## src/hw/rtl/vector_command_executor_core_macros.svh

```systemverilog
// assertion macros for the vector command executor
// used by vector_command_executor_core; expects clk and rst_n in scope
`ifndef VECTOR_COMMAND_EXECUTOR_CORE_MACROS_SVH
`define VECTOR_COMMAND_EXECUTOR_CORE_MACROS_SVH

// same-cycle implication
`define VCE_ASSERT_NOW(lbl, ante, cons, msg) \
  lbl: assert property (@(posedge clk) disable iff (!rst_n) (ante) |-> (cons)) \
    else $error(msg);

// next-cycle implication
`define VCE_ASSERT_NEXT(lbl, ante, cons, msg) \
  lbl: assert property (@(posedge clk) disable iff (!rst_n) (ante) |=> (cons)) \
    else $error(msg);

`endif

```

## src/hw/rtl/vce_pkg.sv

```systemverilog
// shared types, constants and helpers for the vector command executor
// no dependencies; imported by every module of the block except vce_ram
package vce_pkg;

  // memory geometry; depth must be a power of two
  localparam int MEM_DEPTH      = 1024;
  localparam int WORD_BITS      = 32;
  localparam int ADDR_W         = $clog2(MEM_DEPTH);
  localparam int SMALL_MAT_SIZE = 2;
  localparam int LARGE_MAT_SIZE = 3;
  localparam int VCOPY_DEPTH    = 3;
  localparam int VIDX_W         = $clog2(VCOPY_DEPTH);
  localparam int CNT_W          = 11;
  localparam int FADDR_W        = 10;
  localparam int VALUE_W        = 32;
  localparam int SUM_W          = (ADDR_W > CNT_W) ? ADDR_W : CNT_W;

  typedef logic [WORD_BITS-1:0] word_t;
  typedef logic [ADDR_W-1:0]    addr_t;
  typedef logic [CNT_W-1:0]     cnt_t;

  typedef enum logic [2:0] {
    OP_ADD   = 3'd0,
    OP_SUB   = 3'd1,
    OP_MV2   = 3'd2,
    OP_MV3   = 3'd3,
    OP_WRITE = 3'd4,
    OP_READ  = 3'd5
  } op_e;

  typedef enum logic [3:0] {
    S_IDLE,
    S_EW_RDA,
    S_EW_RDB,
    S_EW_WR,
    S_CP_RD,
    S_CP_WR,
    S_MV_RDM,
    S_MV_RDA,
    S_MV_WR,
    S_WORD_WR,
    S_WORD_RD,
    S_DONE
  } state_e;

  typedef enum logic [2:0] {
    WSEL_SUM,
    WSEL_DIFF,
    WSEL_MACC,
    WSEL_ZERO,
    WSEL_WORD
  } wsel_e;

  typedef struct packed {
    logic [2:0]         operation;
    logic               right_to_left;
    logic [CNT_W-1:0]   element_count;
    logic [FADDR_W-1:0] first_source;
    logic [FADDR_W-1:0] second_source;
    logic [FADDR_W-1:0] destination;
    logic [VALUE_W-1:0] write_value;
  } in_item_t;

  typedef struct packed {
    logic [VALUE_W-1:0] read_value;
    logic               was_read;
  } out_item_t;

  typedef struct packed {
    logic              re;
    addr_t             raddr;
    logic              we;
    addr_t             waddr;
    wsel_e             wsel;
    logic              cap_op;
    logic              use_mul;
    logic              cap_vcopy;
    logic [VIDX_W-1:0] vidx;
    logic              out_load;
    logic              out_is_read;
  } ctl_t;

  // base plus offset, wrapped to the memory depth
  function automatic addr_t wrap_addr(input cnt_t base, input cnt_t off);
    logic [SUM_W-1:0] s;
    s = SUM_W'(base) + SUM_W'(off);
    return addr_t'(s);
  endfunction

endpackage

```

## src/hw/rtl/vce_dp.sv

```systemverilog
// datapath: operand/product register, vector copy, write data select
// depends on vce_pkg
module vce_dp (
  input  logic                       clk,
  input  logic                       rst_n,
  input  vce_pkg::ctl_t              ctl,
  input  logic [vce_pkg::VALUE_W-1:0] write_value,
  input  vce_pkg::word_t             rdata,
  output vce_pkg::word_t             wdata
);
  import vce_pkg::*;

  word_t opa_r;
  word_t vcopy_r [VCOPY_DEPTH];
  word_t prod_w;

  assign prod_w = word_t'(rdata * vcopy_r[ctl.vidx]);

  always_ff @(posedge clk) begin
    if (ctl.cap_op) begin
      opa_r <= ctl.use_mul ? prod_w : rdata;
    end
  end

  always_ff @(posedge clk) begin
    if (!rst_n) begin
      for (int i = 0; i < VCOPY_DEPTH; i++) begin
        vcopy_r[i] <= '0;
      end
    end else if (ctl.cap_vcopy) begin
      vcopy_r[ctl.vidx] <= rdata;
    end
  end

  always_comb begin
    unique case (ctl.wsel)
      WSEL_SUM:  wdata = opa_r + rdata;
      WSEL_DIFF: wdata = opa_r - rdata;
      WSEL_MACC: wdata = rdata + opa_r;
      WSEL_WORD: wdata = word_t'(write_value);
      default:   wdata = '0;
    endcase
  end

endmodule

```

## config.mk

```make
export PLATFORM = sky130hd
export DESIGN_NAME = vce_dp
export DESIGN_NICKNAME = d
export VERILOG_FILES = /design/src/hw/rtl/vector_command_executor_core_macros.svh /design/src/hw/rtl/vce_pkg.sv /design/src/hw/rtl/vce_dp.sv
export SDC_FILE = /design/constraint.sdc
export NUM_CORES = 2
export LEC_CHECK = 0
export CAP_MARGIN = 20
export CELL_PAD_IN_SITES_DETAIL_PLACEMENT = 1
export CELL_PAD_IN_SITES_GLOBAL_PLACEMENT = 1
export CORE_UTILIZATION = 35
export CTS_CLUSTER_SIZE = 25
export DETAILED_ROUTE_END_ITERATION = 7
export DONT_BUFFER_PORTS = 1
export HOLD_SLACK_MARGIN = 0.03
export PLACE_DENSITY = 0.56
export SLEW_MARGIN = 30
export SYNTH_ARGS = -nofsm -noshare
export SYNTH_HDL_FRONTEND = slang
export SYNTH_SLANG_ARGS = --single-unit
```

## constraint.sdc

```tcl
create_clock -name clk -period 21 [get_ports clk]
set_input_delay 3.15 -clock clk [delete_from_list [all_inputs] [get_ports clk]]
set_output_delay 3.15 -clock clk [all_outputs]
set_load 0.02 [all_outputs]
```

# Yosys cells after proc, flatten, opt, wreduce, memory -nomap -nowiden

Memory sizes are Yosys's and may differ from the RTL's.
Index checks and enable logic that the tools add are counted.

Eq/ne operators: 3
Reduce and logical (&&, ||, !) cells: 3
Multipliers: 1
Muxes and demuxes: 9
Add/subtract/negate cells: 2

Operators by type and width:

| operator             | count |
|---|---|
| $pmux W32 S3         | 1 |
| $mux W32             | 2 |
| $add A32 B32 Y32     | 1 |
| $mul A32 B32 Y32     | 1 |
| $reduce_or A32 Y1    | 1 |
| $sub A32 B32 Y32     | 1 |
| $mux W1              | 5 |
| $eq A3 B1 Y1 const B | 1 |
| $eq A3 B2 Y1 const B | 1 |
| $eq A3 B3 Y1 const B | 1 |
| $logic_not A3 Y1     | 1 |
| $mux W2              | 1 |
| $reduce_or A2 Y1     | 1 |

Bits in writable memories: 96
Memories: 1
Output and inout port bits: 32
Word-level logic and storage cells: 20
Register bits after elaboration: 32

Memory list:

| name    | words | bits a word | read ports | clocked after memory_dff | wr ports | line         | text |
|---|---|---|---|---|---|---|---|
| vcopy_r | 3     | 32          | 1          | 0                        | 3        | vce_dp.sv:14 | `word_t vcopy_r [VCOPY_DEPTH];` |

# Longest topological paths before layout

Word-level depth: 5
Gate-level depth with buffers: 31

# Least setup slack after synthesis

OpenSTA, ideal clock, no wires.

Path type: input port to flip-flop
From: input ctl[3] (netlist bit)
To: register opa_r[31] (data pin)
Slack: 10.133 ns
Stages on the path: 28
Required time: 20.740 ns
Data arrival time: 10.607 ns
Cells stage by stage: buf_2 > buf_2 > mux2_2 > a21oi_1 > clkbuf_1 > nor2_1 > fa_1 > fa_1 > fa_1 > inv_1 > fa_1 > inv_1 > fa_1 > inv_1 > fa_1 > inv_1 > fa_1 > fa_1 > ha_1 > and4_1 > and4_1 > and3_1 > a32oi_1 > a21oi_1 > nand4_1 > nand4b_1 > xnor2_1 > mux2_4

Cells in the longest elaborated chain, start to end: 3

Ends and longest elaborated chain:

| item                 | line         | text |
|---|---|---|
| start, declared      | vce_dp.sv:6  | `input vce_pkg::ctl_t ctl,` |
| $mem_v2 Z3 W32       | --           |  |
| $mul A32 B32 Y32     | vce_dp.sv:17 | `assign prod_w = word_t'(rdata * vcopy_r[ctl.vidx]);` |
| $mux W32             | vce_dp.sv:21 | `opa_r <= ctl.use_mul ? prod_w : rdata;` |
| end signal, assigned | vce_dp.sv:21 |  |
| end, declared        | vce_dp.sv:13 | `word_t opa_r;` |

Every way passes these cells.
A chain may end at the register's enable or synchronous reset.

# Worst setup path after layout

From: input ctl[2] (netlist bit)
To: register opa_r[31] (data pin)

Same word-level chain as after synthesis.

==> key figures <==
Yosys
  – Netlist Area Pre-Place: 0.0251 mm²
  – Gate count of the mapped netlist: 2522
  – Total of flip-flops plus latches after synthesis: 160
  – Number of distinct standard cells referenced by the synthesized netlist: 71
  – Main synth FF type: edfxtp_1
  – Synth Net Count: 3184
  – Number of enable-type register cells in the synthesized netlist: 160
  – Synth warnings: 0
  – Sequential area share after synthesis: 19.1%
  – Post-synthesis async set-or-reset flop share: 0%
  – Average footprint of a synthesized cell: 9.96 µm²

Final layout
  – Final layout net count: 3083
  – Signed area change from the synthesized netlist to the final layout: 5.51%
  – Fin area: 0.0265 mm²
  – Fraction of final layout cells sized beyond drive strength 1: 5.22%

STA
  – Final number of max-transition violations: 0
  – Max transition margin: 35.5%
  – Time the final worst path needs with I/O delays and setup: 11.11 ns
  – Setup violations, final: 0
  – RSZ-0062 raised after global routing: false
  – Final Cycle Share: 52.9%
  – Worst Tran Pin Value: 0.968 ns
  – Timing-limited maximum frequency: 90.0 MHz
  – Post-Route Setup TNS: 0 ns
  – Maximum clock skew at final layout: 0.0154 ns
  – Fin. Hold Viols: 0

Setup path
  – Startpoint type of the worst setup path: primary input
  – Most prevalent standard cell on the critical path: fa_1
  – Arrival time of the worst setup path: 11.31 ns
  – Worst flop-to-flop path startpoint: vcopy_r[2][3]
  – Longest individual stage delay on the worst path: 0.90 ns
  – CP max-delay cell: mux4_1
  – Category of the most critical setup path: in -> reg
  – Family of cells with the greatest summed delay on the critical path: adder cells
  – Buffer and inverter count on the worst path: 5
  – Crit end category: flip-flop
  – Peak fanout along the critical path: 65
  – Startpoint of the most critical setup path: ctl[2]
  – Critical path required time: 21.20 ns

Floorplanning
  – Core area: 0.0705 mm²
  – Starting Density: 35.6%
  – Die height: 270 µm
  – Cell Rows: 97
  – Horizontal die dimension: 270 µm
  – Top-level port count: 130
  – Area enclosed by the die boundary: 0.0728 mm²

Global route
  – Via count of the first global-routing pass: 20200
  – Total Routing Usage GR: 23.3%
  – Maximum number of pins on one net before global-route repair: 66
  – Global-route wire length before repair: 128 mm
  – Antenna violations before repair: 6
  – Overflow left after global routing: 0

Clocking
  – Post-CTS setup buffer count: 0
  – Hold-fix buffer count after cts: 0
  – Max H-tree Level: 4
  – Number of buffers inserted during clock tree synthesis: 17
  – CTS-repair resized insts: 0
  – Root Buffer Master: clkbuf_16
  – Insertion delay to the later sink of the worst-skew pair: 0.45 ns
  – CTS tree: built
  – CTS clk-pin slew, worst paths: 0.07 ns
  – Buffers from clock root to sink, at most: 2
  – Sinks on the clock net: 160

Detailed routing
  – Detailed router's first-iteration violation count: 982
  – TritonRoute pass-1 iters: 5
  – Routed wire length: 83.1 mm
  – Total via count in the routed design: 17800
  – Detail Route Antenna Nets: 0
  – WL/cell: 24.6 µm
  – Number of DRC violations after detailed routing: 0
  – Vias/cell: 5.29

Place
  – Placed wire-length estimate: 60.3 mm
  – Number of buffer cells added on primary ports: 0
  – Gpl congestion: 0.863
  – Area of placed instances: 0.0259 mm²

Outcome
  – Outcome: complete, no violations

Worst hold path
  – Hold path startpoint: vcopy_r[2][0]
  – Type of the tightest min-delay check: reg -> reg

Run
  – Total of max-cap violations: 0
-- final cells by class --
| type | count | area [µm²] |
|---|---|---|
| Tap cell | 940 | 1180 |
| Inverter | 400 | 1500 |
| Antenna cell | 1 | 2.50 |
| Fill cell | 7907 | 44000 |
| Clock inverter | 14 | 134 |
| Sequential cell | 160 | 4800 |
| Timing Repair Buffer | 19 | 143 |
| Multi-Input combinational cell | 1823 | 18300 |
| Clock buffer | 18 | 429 |
-- metal layers --
layer	global-route usage (%)	wire (µm)	vias to the layer above
met5	0	0	-
met4	5.73	1780	0
met3	2.60	3460	92
met2	39.9	40600	413
met1	31.3	37300	9576
li1	-	-	7761
-- cell usage after synthesis (3+ instances only) --
cell	n	area share (%)
xnor2_1	92	3.2
and4_1	4	0.14
or2_2	5	0.12
nand2_2	4	0.10
nand3_1	13	0.26
nor3_1	21	0.42
or3_1	10	0.25
nand2b_1	34	0.85
a22o_1	3	0.10
o21a_1	19	0.57
a21o_1	34	1.0
nor4_1	14	0.35
mux2_2	26	1.2
a32o_1	7	0.28
nand2_1	236	3.5
a211oi_1	9	0.27
xor2_1	31	1.1
and3_1	6	0.15
nor3b_1	4	0.12
nor2_1	89	1.3
o21bai_1	5	0.15
a31oi_1	5	0.12
a2bb2oi_1	6	0.21
edfxtp_1	160	19
mux2i_1	11	0.44
inv_1	398	5.9
mux4_1	3	0.31
o211ai_1	4	0.12
ha_1	155	7.7
clkbuf_1	127	1.9
a211o_1	6	0.21
mux4_2	22	2.0
or4_1	4	0.12
o41ai_1	4	0.14
a21oi_1	58	1.2
nand4_1	3	0.075
fa_1	409	33
buf_1	4	0.060
o21ai_0	56	1.1
nor2b_1	79	2.0
buf_2	5	0.10
o31ai_1	13	0.39
and2_1	284	7.1
-- registers in the layout, indices dropped and copies added (netlist names) --
| register | flops |
|---|---|
| vcopy_r | 128 |
| opa_r | 32 |
-- tightest hold or removal path, cell delays in order (launching register included) --
cell and delay, ns:
edfxtp_1 0.32, mux4_2 0.54, inv_1 0.24, a21oi_1 0.19
-- worst paths after layout --
| path | to | slack (ns) | cells past startpoint |
|---|---|---|---|
| setup reg to reg | opa_r[31] | 12.31 | 25 |
| hold reg to reg | opa_r[0] | 1.41 | 3 |
| hold / removal | opa_r[0] | 1.41 | 3 |
| setup / recovery | opa_r[31] | 9.89 | 25 |
-- layout by cell type, fill, tap and decap left out, types with 6 or more instances in the layout --
cell type / n
xnor2_1: 92
a211oi_1: 9
mux4_2: 22
a32o_1: 7
o21a_1: 19
nor2b_1: 79
a21o_1: 34
nand2_1: 236
a21oi_1: 55
o21ai_0: 55
and2_1: 284
a211o_1: 6
nor4_1: 14
o31ai_1: 13
mux2_2: 26
ha_1: 155
mux2i_1: 11
or3_1: 10
edfxtp_1: 160
nor2_1: 88
a2bb2oi_1: 6
clkbuf_16: 17
inv_1: 398
nand2b_1: 32
nand3_1: 13
fa_1: 409
buf_4: 19
xor2_1: 31
nor3_1: 19
and3_1: 6
-- through the flow --
step / cells / hold WS (ns) / util, % / setup WS (ns)
6_report: 3375 / 1.41 / 37.6 / 9.89
5_1_grt: 3374 / 1.47 / 37.6 / 9.71
4_1_cts: 3374 / 1.44 / 37.6 / 9.92
3_5_place_dp: 3342 / 1.42 / 36.8 / 9.50
3_3_place_gp: 3342 / 1.41 / 36.8 / 9.48
2_1_floorplan: 2522 / 1.12 / - / 10.13
-- kinds of logic (layout without fill, tap and decap cells) --
kind of cell / Yosys count / after routing / synth area share, %
buf+inv: 539 / 451 / 8.20
mux: 63 / 63 / 3.95
compound gates: 249 / 249 / 6.59
fa+ha+maj: 564 / 564 / 40.3
simple gates: 819 / 819 / 17.2
other cells: 0 / 1 / 0
flops: 160 / 160 / 19.1
xor+xnor: 128 / 128 / 4.66
Power is not shown: default switching activity piles up to over one toggle a cycle in this logic, so the estimate is an artifact.
