## src/hw/rtl/vector_command_executor_core_macros.svh

```systemverilog
// assertion macros for the vector command executor
// used by vector_command_executor_core; expects clk and rst_n in scope
`ifndef VECTOR_COMMAND_EXECUTOR_CORE_MACROS_SVH
`define VECTOR_COMMAND_EXECUTOR_CORE_MACROS_SVH

// same-cycle implication
`define VCE_ASSERT_NOW(lbl, ante, cons, msg) \
  lbl: assert property (@(posedge clk) disable iff (!rst_n) (ante) |-> (cons)) \
    else $error(msg);

// next-cycle implication
`define VCE_ASSERT_NEXT(lbl, ante, cons, msg) \
  lbl: assert property (@(posedge clk) disable iff (!rst_n) (ante) |=> (cons)) \
    else $error(msg);

`endif

```

## src/hw/rtl/vce_pkg.sv

```systemverilog
// shared types, constants and helpers for the vector command executor
// no dependencies; imported by every module of the block except vce_ram
package vce_pkg;

  // memory geometry; depth must be a power of two
  localparam int MEM_DEPTH      = 1024;
  localparam int WORD_BITS      = 32;
  localparam int ADDR_W         = $clog2(MEM_DEPTH);
  localparam int SMALL_MAT_SIZE = 2;
  localparam int LARGE_MAT_SIZE = 3;
  localparam int VCOPY_DEPTH    = 3;
  localparam int VIDX_W         = $clog2(VCOPY_DEPTH);
  localparam int CNT_W          = 11;
  localparam int FADDR_W        = 10;
  localparam int VALUE_W        = 32;
  localparam int SUM_W          = (ADDR_W > CNT_W) ? ADDR_W : CNT_W;

  typedef logic [WORD_BITS-1:0] word_t;
  typedef logic [ADDR_W-1:0]    addr_t;
  typedef logic [CNT_W-1:0]     cnt_t;

  typedef enum logic [2:0] {
    OP_ADD   = 3'd0,
    OP_SUB   = 3'd1,
    OP_MV2   = 3'd2,
    OP_MV3   = 3'd3,
    OP_WRITE = 3'd4,
    OP_READ  = 3'd5
  } op_e;

  typedef enum logic [3:0] {
    S_IDLE,
    S_EW_RDA,
    S_EW_RDB,
    S_EW_WR,
    S_CP_RD,
    S_CP_WR,
    S_MV_RDM,
    S_MV_RDA,
    S_MV_WR,
    S_WORD_WR,
    S_WORD_RD,
    S_DONE
  } state_e;

  typedef enum logic [2:0] {
    WSEL_SUM,
    WSEL_DIFF,
    WSEL_MACC,
    WSEL_ZERO,
    WSEL_WORD
  } wsel_e;

  typedef struct packed {
    logic [2:0]         operation;
    logic               right_to_left;
    logic [CNT_W-1:0]   element_count;
    logic [FADDR_W-1:0] first_source;
    logic [FADDR_W-1:0] second_source;
    logic [FADDR_W-1:0] destination;
    logic [VALUE_W-1:0] write_value;
  } in_item_t;

  typedef struct packed {
    logic [VALUE_W-1:0] read_value;
    logic               was_read;
  } out_item_t;

  typedef struct packed {
    logic              re;
    addr_t             raddr;
    logic              we;
    addr_t             waddr;
    wsel_e             wsel;
    logic              cap_op;
    logic              use_mul;
    logic              cap_vcopy;
    logic [VIDX_W-1:0] vidx;
    logic              out_load;
    logic              out_is_read;
  } ctl_t;

  // base plus offset, wrapped to the memory depth
  function automatic addr_t wrap_addr(input cnt_t base, input cnt_t off);
    logic [SUM_W-1:0] s;
    s = SUM_W'(base) + SUM_W'(off);
    return addr_t'(s);
  endfunction

endpackage

```

## src/hw/rtl/vce_ctrl.sv

```systemverilog
// command sequencer: fsm, element and row/col counters, memory addresses
// depends on vce_pkg
module vce_ctrl (
  input  logic              clk,
  input  logic              rst_n,
  input  logic              in_valid,
  input  vce_pkg::in_item_t in_item,
  output logic              in_stall,
  input  logic              out_free,
  output vce_pkg::in_item_t cmd,
  output vce_pkg::ctl_t     ctl
);
  import vce_pkg::*;

  state_e     state_r, state_nxt;
  in_item_t   cmd_r, cmd_nxt;
  cnt_t       left_r, left_nxt;
  cnt_t       idx_r, idx_nxt;
  logic [1:0] row_r, row_nxt;
  logic [1:0] col_r, col_nxt;
  logic [1:0] size_w;
  logic [1:0] last_w;
  cnt_t       first_w, second_w, dest_w, mat_off_w;

  assign size_w    = (cmd_r.operation == OP_MV3) ? 2'(LARGE_MAT_SIZE) : 2'(SMALL_MAT_SIZE);
  assign last_w    = size_w - 2'd1;
  assign first_w   = CNT_W'(cmd_r.first_source);
  assign second_w  = CNT_W'(cmd_r.second_source);
  assign dest_w    = CNT_W'(cmd_r.destination);
  assign mat_off_w = CNT_W'(last_w) - CNT_W'(row_r) + CNT_W'(col_r);

  // next state and counters
  always_comb begin
    state_nxt = state_r;
    cmd_nxt   = cmd_r;
    left_nxt  = left_r;
    idx_nxt   = idx_r;
    row_nxt   = row_r;
    col_nxt   = col_r;
    unique case (state_r)
      S_IDLE: begin
        if (in_valid) begin
          cmd_nxt  = in_item;
          left_nxt = in_item.element_count;
          idx_nxt  = '0;
          row_nxt  = '0;
          col_nxt  = '0;
          unique case (in_item.operation)
            OP_ADD, OP_SUB: begin
              if (in_item.right_to_left) begin
                idx_nxt = in_item.element_count - CNT_W'(1);
              end
              state_nxt = (in_item.element_count == '0) ? S_DONE : S_EW_RDA;
            end
            OP_MV2, OP_MV3: state_nxt = S_CP_RD;
            OP_WRITE:       state_nxt = S_WORD_WR;
            OP_READ:        state_nxt = S_WORD_RD;
            default:        state_nxt = S_DONE;
          endcase
        end
      end
      S_EW_RDA: state_nxt = S_EW_RDB;
      S_EW_RDB: state_nxt = S_EW_WR;
      S_EW_WR: begin
        left_nxt = left_r - CNT_W'(1);
        idx_nxt  = cmd_r.right_to_left ? idx_r - CNT_W'(1) : idx_r + CNT_W'(1);
        state_nxt = (left_r == CNT_W'(1)) ? S_DONE : S_EW_RDA;
      end
      S_CP_RD: state_nxt = S_CP_WR;
      S_CP_WR: begin
        if (idx_r == CNT_W'(last_w)) begin
          state_nxt = S_MV_RDM;
        end else begin
          idx_nxt   = idx_r + CNT_W'(1);
          state_nxt = S_CP_RD;
        end
      end
      S_MV_RDM: state_nxt = S_MV_RDA;
      S_MV_RDA: state_nxt = S_MV_WR;
      S_MV_WR: begin
        if (col_r == last_w) begin
          col_nxt = '0;
          if (row_r == last_w) begin
            state_nxt = S_DONE;
          end else begin
            row_nxt   = row_r + 2'd1;
            state_nxt = S_MV_RDM;
          end
        end else begin
          col_nxt   = col_r + 2'd1;
          state_nxt = S_MV_RDM;
        end
      end
      S_WORD_WR: state_nxt = S_DONE;
      S_WORD_RD: state_nxt = S_DONE;
      S_DONE: begin
        if (out_free) begin
          state_nxt = S_IDLE;
        end
      end
      default: state_nxt = S_IDLE;
    endcase
  end

  // control outputs
  always_comb begin
    ctl             = '0;
    ctl.wsel        = WSEL_ZERO;
    ctl.out_is_read = (cmd_r.operation == OP_READ);
    in_stall        = (state_r != S_IDLE);
    unique case (state_r)
      S_EW_RDA: begin
        ctl.re    = 1'b1;
        ctl.raddr = wrap_addr(first_w, idx_r);
      end
      S_EW_RDB: begin
        ctl.re     = 1'b1;
        ctl.raddr  = wrap_addr(second_w, idx_r);
        ctl.cap_op = 1'b1;
      end
      S_EW_WR: begin
        ctl.we    = 1'b1;
        ctl.waddr = wrap_addr(dest_w, idx_r);
        ctl.wsel  = (cmd_r.operation == OP_SUB) ? WSEL_DIFF : WSEL_SUM;
      end
      S_CP_RD: begin
        ctl.re    = 1'b1;
        ctl.raddr = wrap_addr(second_w, idx_r);
      end
      S_CP_WR: begin
        ctl.we        = 1'b1;
        ctl.waddr     = wrap_addr(dest_w, idx_r);
        ctl.wsel      = WSEL_ZERO;
        ctl.cap_vcopy = 1'b1;
        ctl.vidx      = VIDX_W'(idx_r);
      end
      S_MV_RDM: begin
        ctl.re    = 1'b1;
        ctl.raddr = wrap_addr(first_w, mat_off_w);
      end
      S_MV_RDA: begin
        ctl.re      = 1'b1;
        ctl.raddr   = wrap_addr(dest_w, CNT_W'(row_r));
        ctl.cap_op  = 1'b1;
        ctl.use_mul = 1'b1;
        ctl.vidx    = VIDX_W'(col_r);
      end
      S_MV_WR: begin
        ctl.we    = 1'b1;
        ctl.waddr = wrap_addr(dest_w, CNT_W'(row_r));
        ctl.wsel  = WSEL_MACC;
      end
      S_WORD_WR: begin
        ctl.we    = 1'b1;
        ctl.waddr = wrap_addr(dest_w, '0);
        ctl.wsel  = WSEL_WORD;
      end
      S_WORD_RD: begin
        ctl.re    = 1'b1;
        ctl.raddr = wrap_addr(dest_w, '0);
      end
      S_DONE: begin
        ctl.out_load = out_free;
      end
      default: begin
      end
    endcase
  end

  always_ff @(posedge clk) begin
    if (!rst_n) begin
      state_r <= S_IDLE;
    end else begin
      state_r <= state_nxt;
    end
  end

  always_ff @(posedge clk) begin
    cmd_r  <= cmd_nxt;
    left_r <= left_nxt;
    idx_r  <= idx_nxt;
    row_r  <= row_nxt;
    col_r  <= col_nxt;
  end

  assign cmd = cmd_r;

endmodule

```

## config.mk

```make
export PLATFORM = sky130hd
export DESIGN_NAME = vce_ctrl
export DESIGN_NICKNAME = d
export VERILOG_FILES = /design/src/hw/rtl/vector_command_executor_core_macros.svh /design/src/hw/rtl/vce_pkg.sv /design/src/hw/rtl/vce_ctrl.sv
export SDC_FILE = /design/constraint.sdc
export NUM_CORES = 1
export LEC_CHECK = 0
export BUFFER_PORTS_ARGS = -buffer_cell sky130_fd_sc_hd__buf_2
export CAP_MARGIN = 20
export CORE_ASPECT_RATIO = 1.1
export CORE_MARGIN = 5
export CORE_UTILIZATION = 35
export CTS_CLUSTER_SIZE = 30
export DETAILED_ROUTE_END_ITERATION = 10
export MAX_ROUTING_LAYER = met4
export PLACE_DENSITY = 0.64
export SLEW_MARGIN = 20
export SYNTH_ARGS = -nofsm -noshare
export SYNTH_HDL_FRONTEND = slang
export SYNTH_SLANG_ARGS = --single-unit
```

## constraint.sdc

```tcl
create_clock -name clk -period 8.1 [get_ports clk]
set_input_delay 0.405 -clock clk [delete_from_list [all_inputs] [get_ports clk]]
set_output_delay 0.405 -clock clk [all_outputs]
set_load 0.01 [all_outputs]
```

# --- Yosys cells after proc, flatten, opt, wreduce, memory -nomap -nowiden ---
# Cells that the tools add are included.
totals:
  input_bits: 81
  output_inout_bits: 110
  word_cells: 104
  ff_bits: 107
op_classes:
  n_eq_ne: 28
  reduce_logical: 18
  add_sub_neg: 14
  mux: 32
op_table:
  columns: ["cell", "n"]
  rows:
  - ["$mux W11", 6]
  - ["$pmux W14 S4", 1]
  - ["$pmux W11 S5", 1]
  - ["$pmux W4 S11", 1]
  - ["$add A10 B10 Y10", 4]
  - ["$pmux W11 S3", 1]
  - ["$sub A11 B1 Y11 const B", 3]
  - ["$mux W4", 6]
  - ["$pmux W11 S2", 1]
  - ["$eq A4 B3 Y1 const B", 4]
  - ["$eq A4 B4 Y1 const B", 4]
  - ["$pmux W4 S4", 1]
  - ["$pmux W2 S2", 3]
  - ["$add A11 B1 Y11 const B", 1]
  - ["$eq A11 B1 Y1 const B", 1]
  - ["$eq A11 B2 Y1", 1]
  - ["$logic_not A11 Y1", 1]
  - ["$add A10 B2 Y10", 1]
  - ["$mux W2", 5]
  - ["$ne A2 B2 Y1 const B", 5]
  - ["$reduce_or A2 Y1", 5]
  - ["$eq A3 B2 Y1 const B", 3]
  - ["$eq A3 B3 Y1 const B", 3]
  - ["$eq A4 B2 Y1 const B", 2]
  - ["16 further kinds", 28]

# --- Logic depth before layout (Yosys ltp) ---
logic_depth:
  ltp_word: 7
  mapped_depth: 16

# --- Least setup slack after synthesis ---
# OpenSTA, ideal clock, no wires.
synth_path:
  path_type: "reg-to-output"
  start: "reg cmd_r (netlist bit cmd[76])"
  end: "out ctl[29] in the netlist's numbering"
  t_required_ns: 7.695
  t_arrival_ns: 3.719
  path_stages_with_launch: 17
  setup_slack_ns: 3.976
  path_cell_list: "edfxtp_1 -> nand3b_1 -> inv_1 -> ha_1 -> inv_1 -> fa_1 -> inv_1 -> fa_1 -> o21ai_0 -> inv_1 -> fa_1 -> nand3b_1 -> a311o_1 -> a21oi_1 -> nor2_1 -> xnor2_1 -> o221ai_1"
synth_rtl:
  columns: ["item", "line_no", "rtl"]
  rows:
  - ["from (decl)", "vce_ctrl.sv:16", "in_item_t cmd_r, cmd_nxt;"]
  - ["from (signal assigned)", "vce_ctrl.sv:179", "cmd_r <= cmd_nxt;"]
  - ["to (decl)", "vce_ctrl.sv:11", "output vce_pkg::ctl_t ctl"]

==> metrics <==
worst-margin pin slew 0.852 ns; Max transition margin 0.431; CTS tree done; Final Max Tran Viols 0; largest net degree at the start of global routing 46; FF-to-FF setup slack 4.97 ns; status complete, no violations; Area Overhead vs Synth 21.3%; post-CTS sizing 0; sequential area share after synthesis 0.462; fillcell total 1,904; Yosys top cell area share 0.451; largest fanout on the critical path 6; CP startpoint kind flop; Crit. End Element output pin; Placement Cell Area 8010 um2; Top Ports 191; WL/cell 18.1 um; Starting Density 0.357; clk sinks 107; Hold Buf Count CTS 0; worst-skew pair later-pin latency 0.37 ns; core area 19,200 um2; Tot Pwr 3350 uW; number of synthesized flops with an enable pin 103; Die X 144 um; # setup viols final 0; met2 WL post-DR 9720 um; LEAKAGE 0.00345 uW; Pwr per Cell Area 402 nW/um2; max incr delay on CP 0.50 ns; Tot GR Track Use 0.178; Max-Cap Viols 0; largest family of logic cells by synthesized area compound AO/OA/AOI/OAI gates; Period minus WS final 4.93 ns; Max IR drop VDD 0.000140 V; initial antenna violation count 0; xor/xnor share of the synthesized area 0.0816; Num CTS Buffers 9; count of cell types in the netlist 62; post-synthesis mux area share 0.00620; metal3 WL 1220 um; Cell Rows 53; Yosys warnings 0; first-pass GRT wire length 30,500 um; Avg Inst Size Synth 10.2 um2; kind of critical path reg2out; DRC viols 0; fmax 203 MHz; post-synth net total 799; Synth Area in Simple Gates 0.160; most frequent cell after synthesis edfxtp_1; setup bufs post-CTS 0; synthesized area 6870 um2; Seq cells post-synth 107; ys async rst share 0; Die Area 22,500 um2; total grt overflow 0; root buf cell clkbuf_16; Top Layer Used met4; ranking of synthesized cells by area edfxtp_1, ha_1, xnor2_1; crit path cell chain nand3b_1 > inv_1 > ha_1 > inv_1 > fa_1 > inv_1 > fa_1 > o21ai_0 > inv_1 > fa_1 > nand3b_1 > a311o_1 > a21oi_1 > nor2_1 > xnor2_1 > o221ai_1 > buf_2; Top FF cell, synth edfxtp_1; Syn Inst Count 672; WP data arrival 4.53 ns; via count 5,870; skew final 0.0198 ns; fin crit share 0.609; slowest stage cell, crit path fa_1; Setup Slack @ Placement 3.54 ns; HPWL Detailed 15,200 um; adder-cell share of the synthesized area 0.0904; vias per cell 5.35; CP dominant cell by count inv_1; setup total negative slack 0 ns; finished layout cell area 8320 um2; drt first pass iters 5; Initial DRC Count 541; RSZ-0062 raised after global routing false; WP data required 7.70 ns; worst setup margin 3.17 ns; Antenna Cells 0; fraction of layout instances using a drive strength above 1 0.260; count of antenna-violating nets left after detailed routing 0; routed wire length 19,900 um; Compound-Gate Fraction of Synth Area 0.165; final hold violation count 0; WL met1 8470 um; H-tree depth 3; NumNets Final 972; Longest Clk Path Bufs 2; Commonest cells post-synth edfxtp_1, nand2_1, o21ai_0, ha_1; gpl congestion 0.852; vias in the first global route 5,655; die height 157 um; Hold Path Class in2reg; # port buffers 190; Clock transition at path regs 0.10 ns; Yosys top cell by area edfxtp_1
state kept, by name (all words and copies together) (netlist names):
name	flops
col_r	2
row_r	2
cmd	77
idx_r	11
state_r	4
left_r	11
layer usage:
| metal | global-route usage | vias to the layer above |
|---|---|---|
| met1 | 0.227 | 2780 |
| met3 | 0.0246 | 28 |
| met2 | 0.292 | 219 |
| li1 | - | 2843 |
| met4 | 0.0655 | 0 |
| met5 | - | - |
worst paths after layout:
| path | endpoint | cells after the start | start |
|---|---|---|---|
| worst min-delay path | cmd[46] | 1 | in_item[46] |
| worst max register to register | left_r[6] | 3 | state_r[0] |
| worst max-delay path | ctl[29] | 17 | cmd[76] |
| worst min register to register | left_r[6] | 2 | left_r[6] |
where the power goes:
part | internal [uW] | switching [uW] | leakage, uW | total (uW)
logic | 722 | 1020 | 0.00229 | 1740
clock network | 225 | 242 | 0.000154 | 467
registers | 872 | 268 | 0.00101 | 1140
total | 1820 | 1530 | 0.00345 | 3350
layout make-up:
type / count / area (um2) / area share
multi-input cells: 507 / 3450 / 0.415
repair buffers: 192 / 966 / 0.116
inverters: 28 / 106 / 0.0128
clock inverters: 7 / 91.3 / 0.0110
well taps: 247 / 309 / 0.0371
flip-flops and latches: 107 / 3170 / 0.381
clock buffers: 9 / 225 / 0.0271
cells in the final DEF, fill, tap and decap left out, types with 7 or more instances in the layout:
cell and count:
buf_2 190, edfxtp_1 103, nand2_1 74, o21ai_0 58, ha_1 40, nor2_1 37, xnor2_1 37, a21oi_1 30
xor2_1 27, inv_1 26, nor3_1 24, nand3_1 16, o22ai_1 15, nand2b_1 14, a21o_1 9, a22oi_1 9
clkbuf_16 9, and3_1 7, nor2b_1 7
stage by stage:
stage	cells	hold slack, ns	util
finish	1097	0.200	0.433
CTS	1097	0.187	0.433
floorplan	672	0.504	-
global route	1097	0.186	0.433
global placement	1081	0.582	0.416
detailed placement	1081	0.583	0.416
logic make-up after synthesis:
logic type	Yosys count
flip-flops	107
buffers and inverters	58
multiplexers	4
XOR/XNOR	64
AND/OR/NAND/NOR	217
adder cells (fa/ha/maj)	46
AO/OA/AOI/OAI	176
critical path, delay by kind of cell (launching register included):
| kind | cells | cell delay, ns |
|---|---|---|
| DFF | 1 | 0.42 |
| buffers and inverters | 5 | 0.62 |
| xor gates and xnor gates | 1 | 0.13 |
| adders and majority gates | 4 | 1.56 |
| AOI/OAI and AO/OA | 4 | 0.89 |
| and+or+nand+nor | 3 | 0.55 |
No activity file was read; power rests on OpenSTA's default activity.
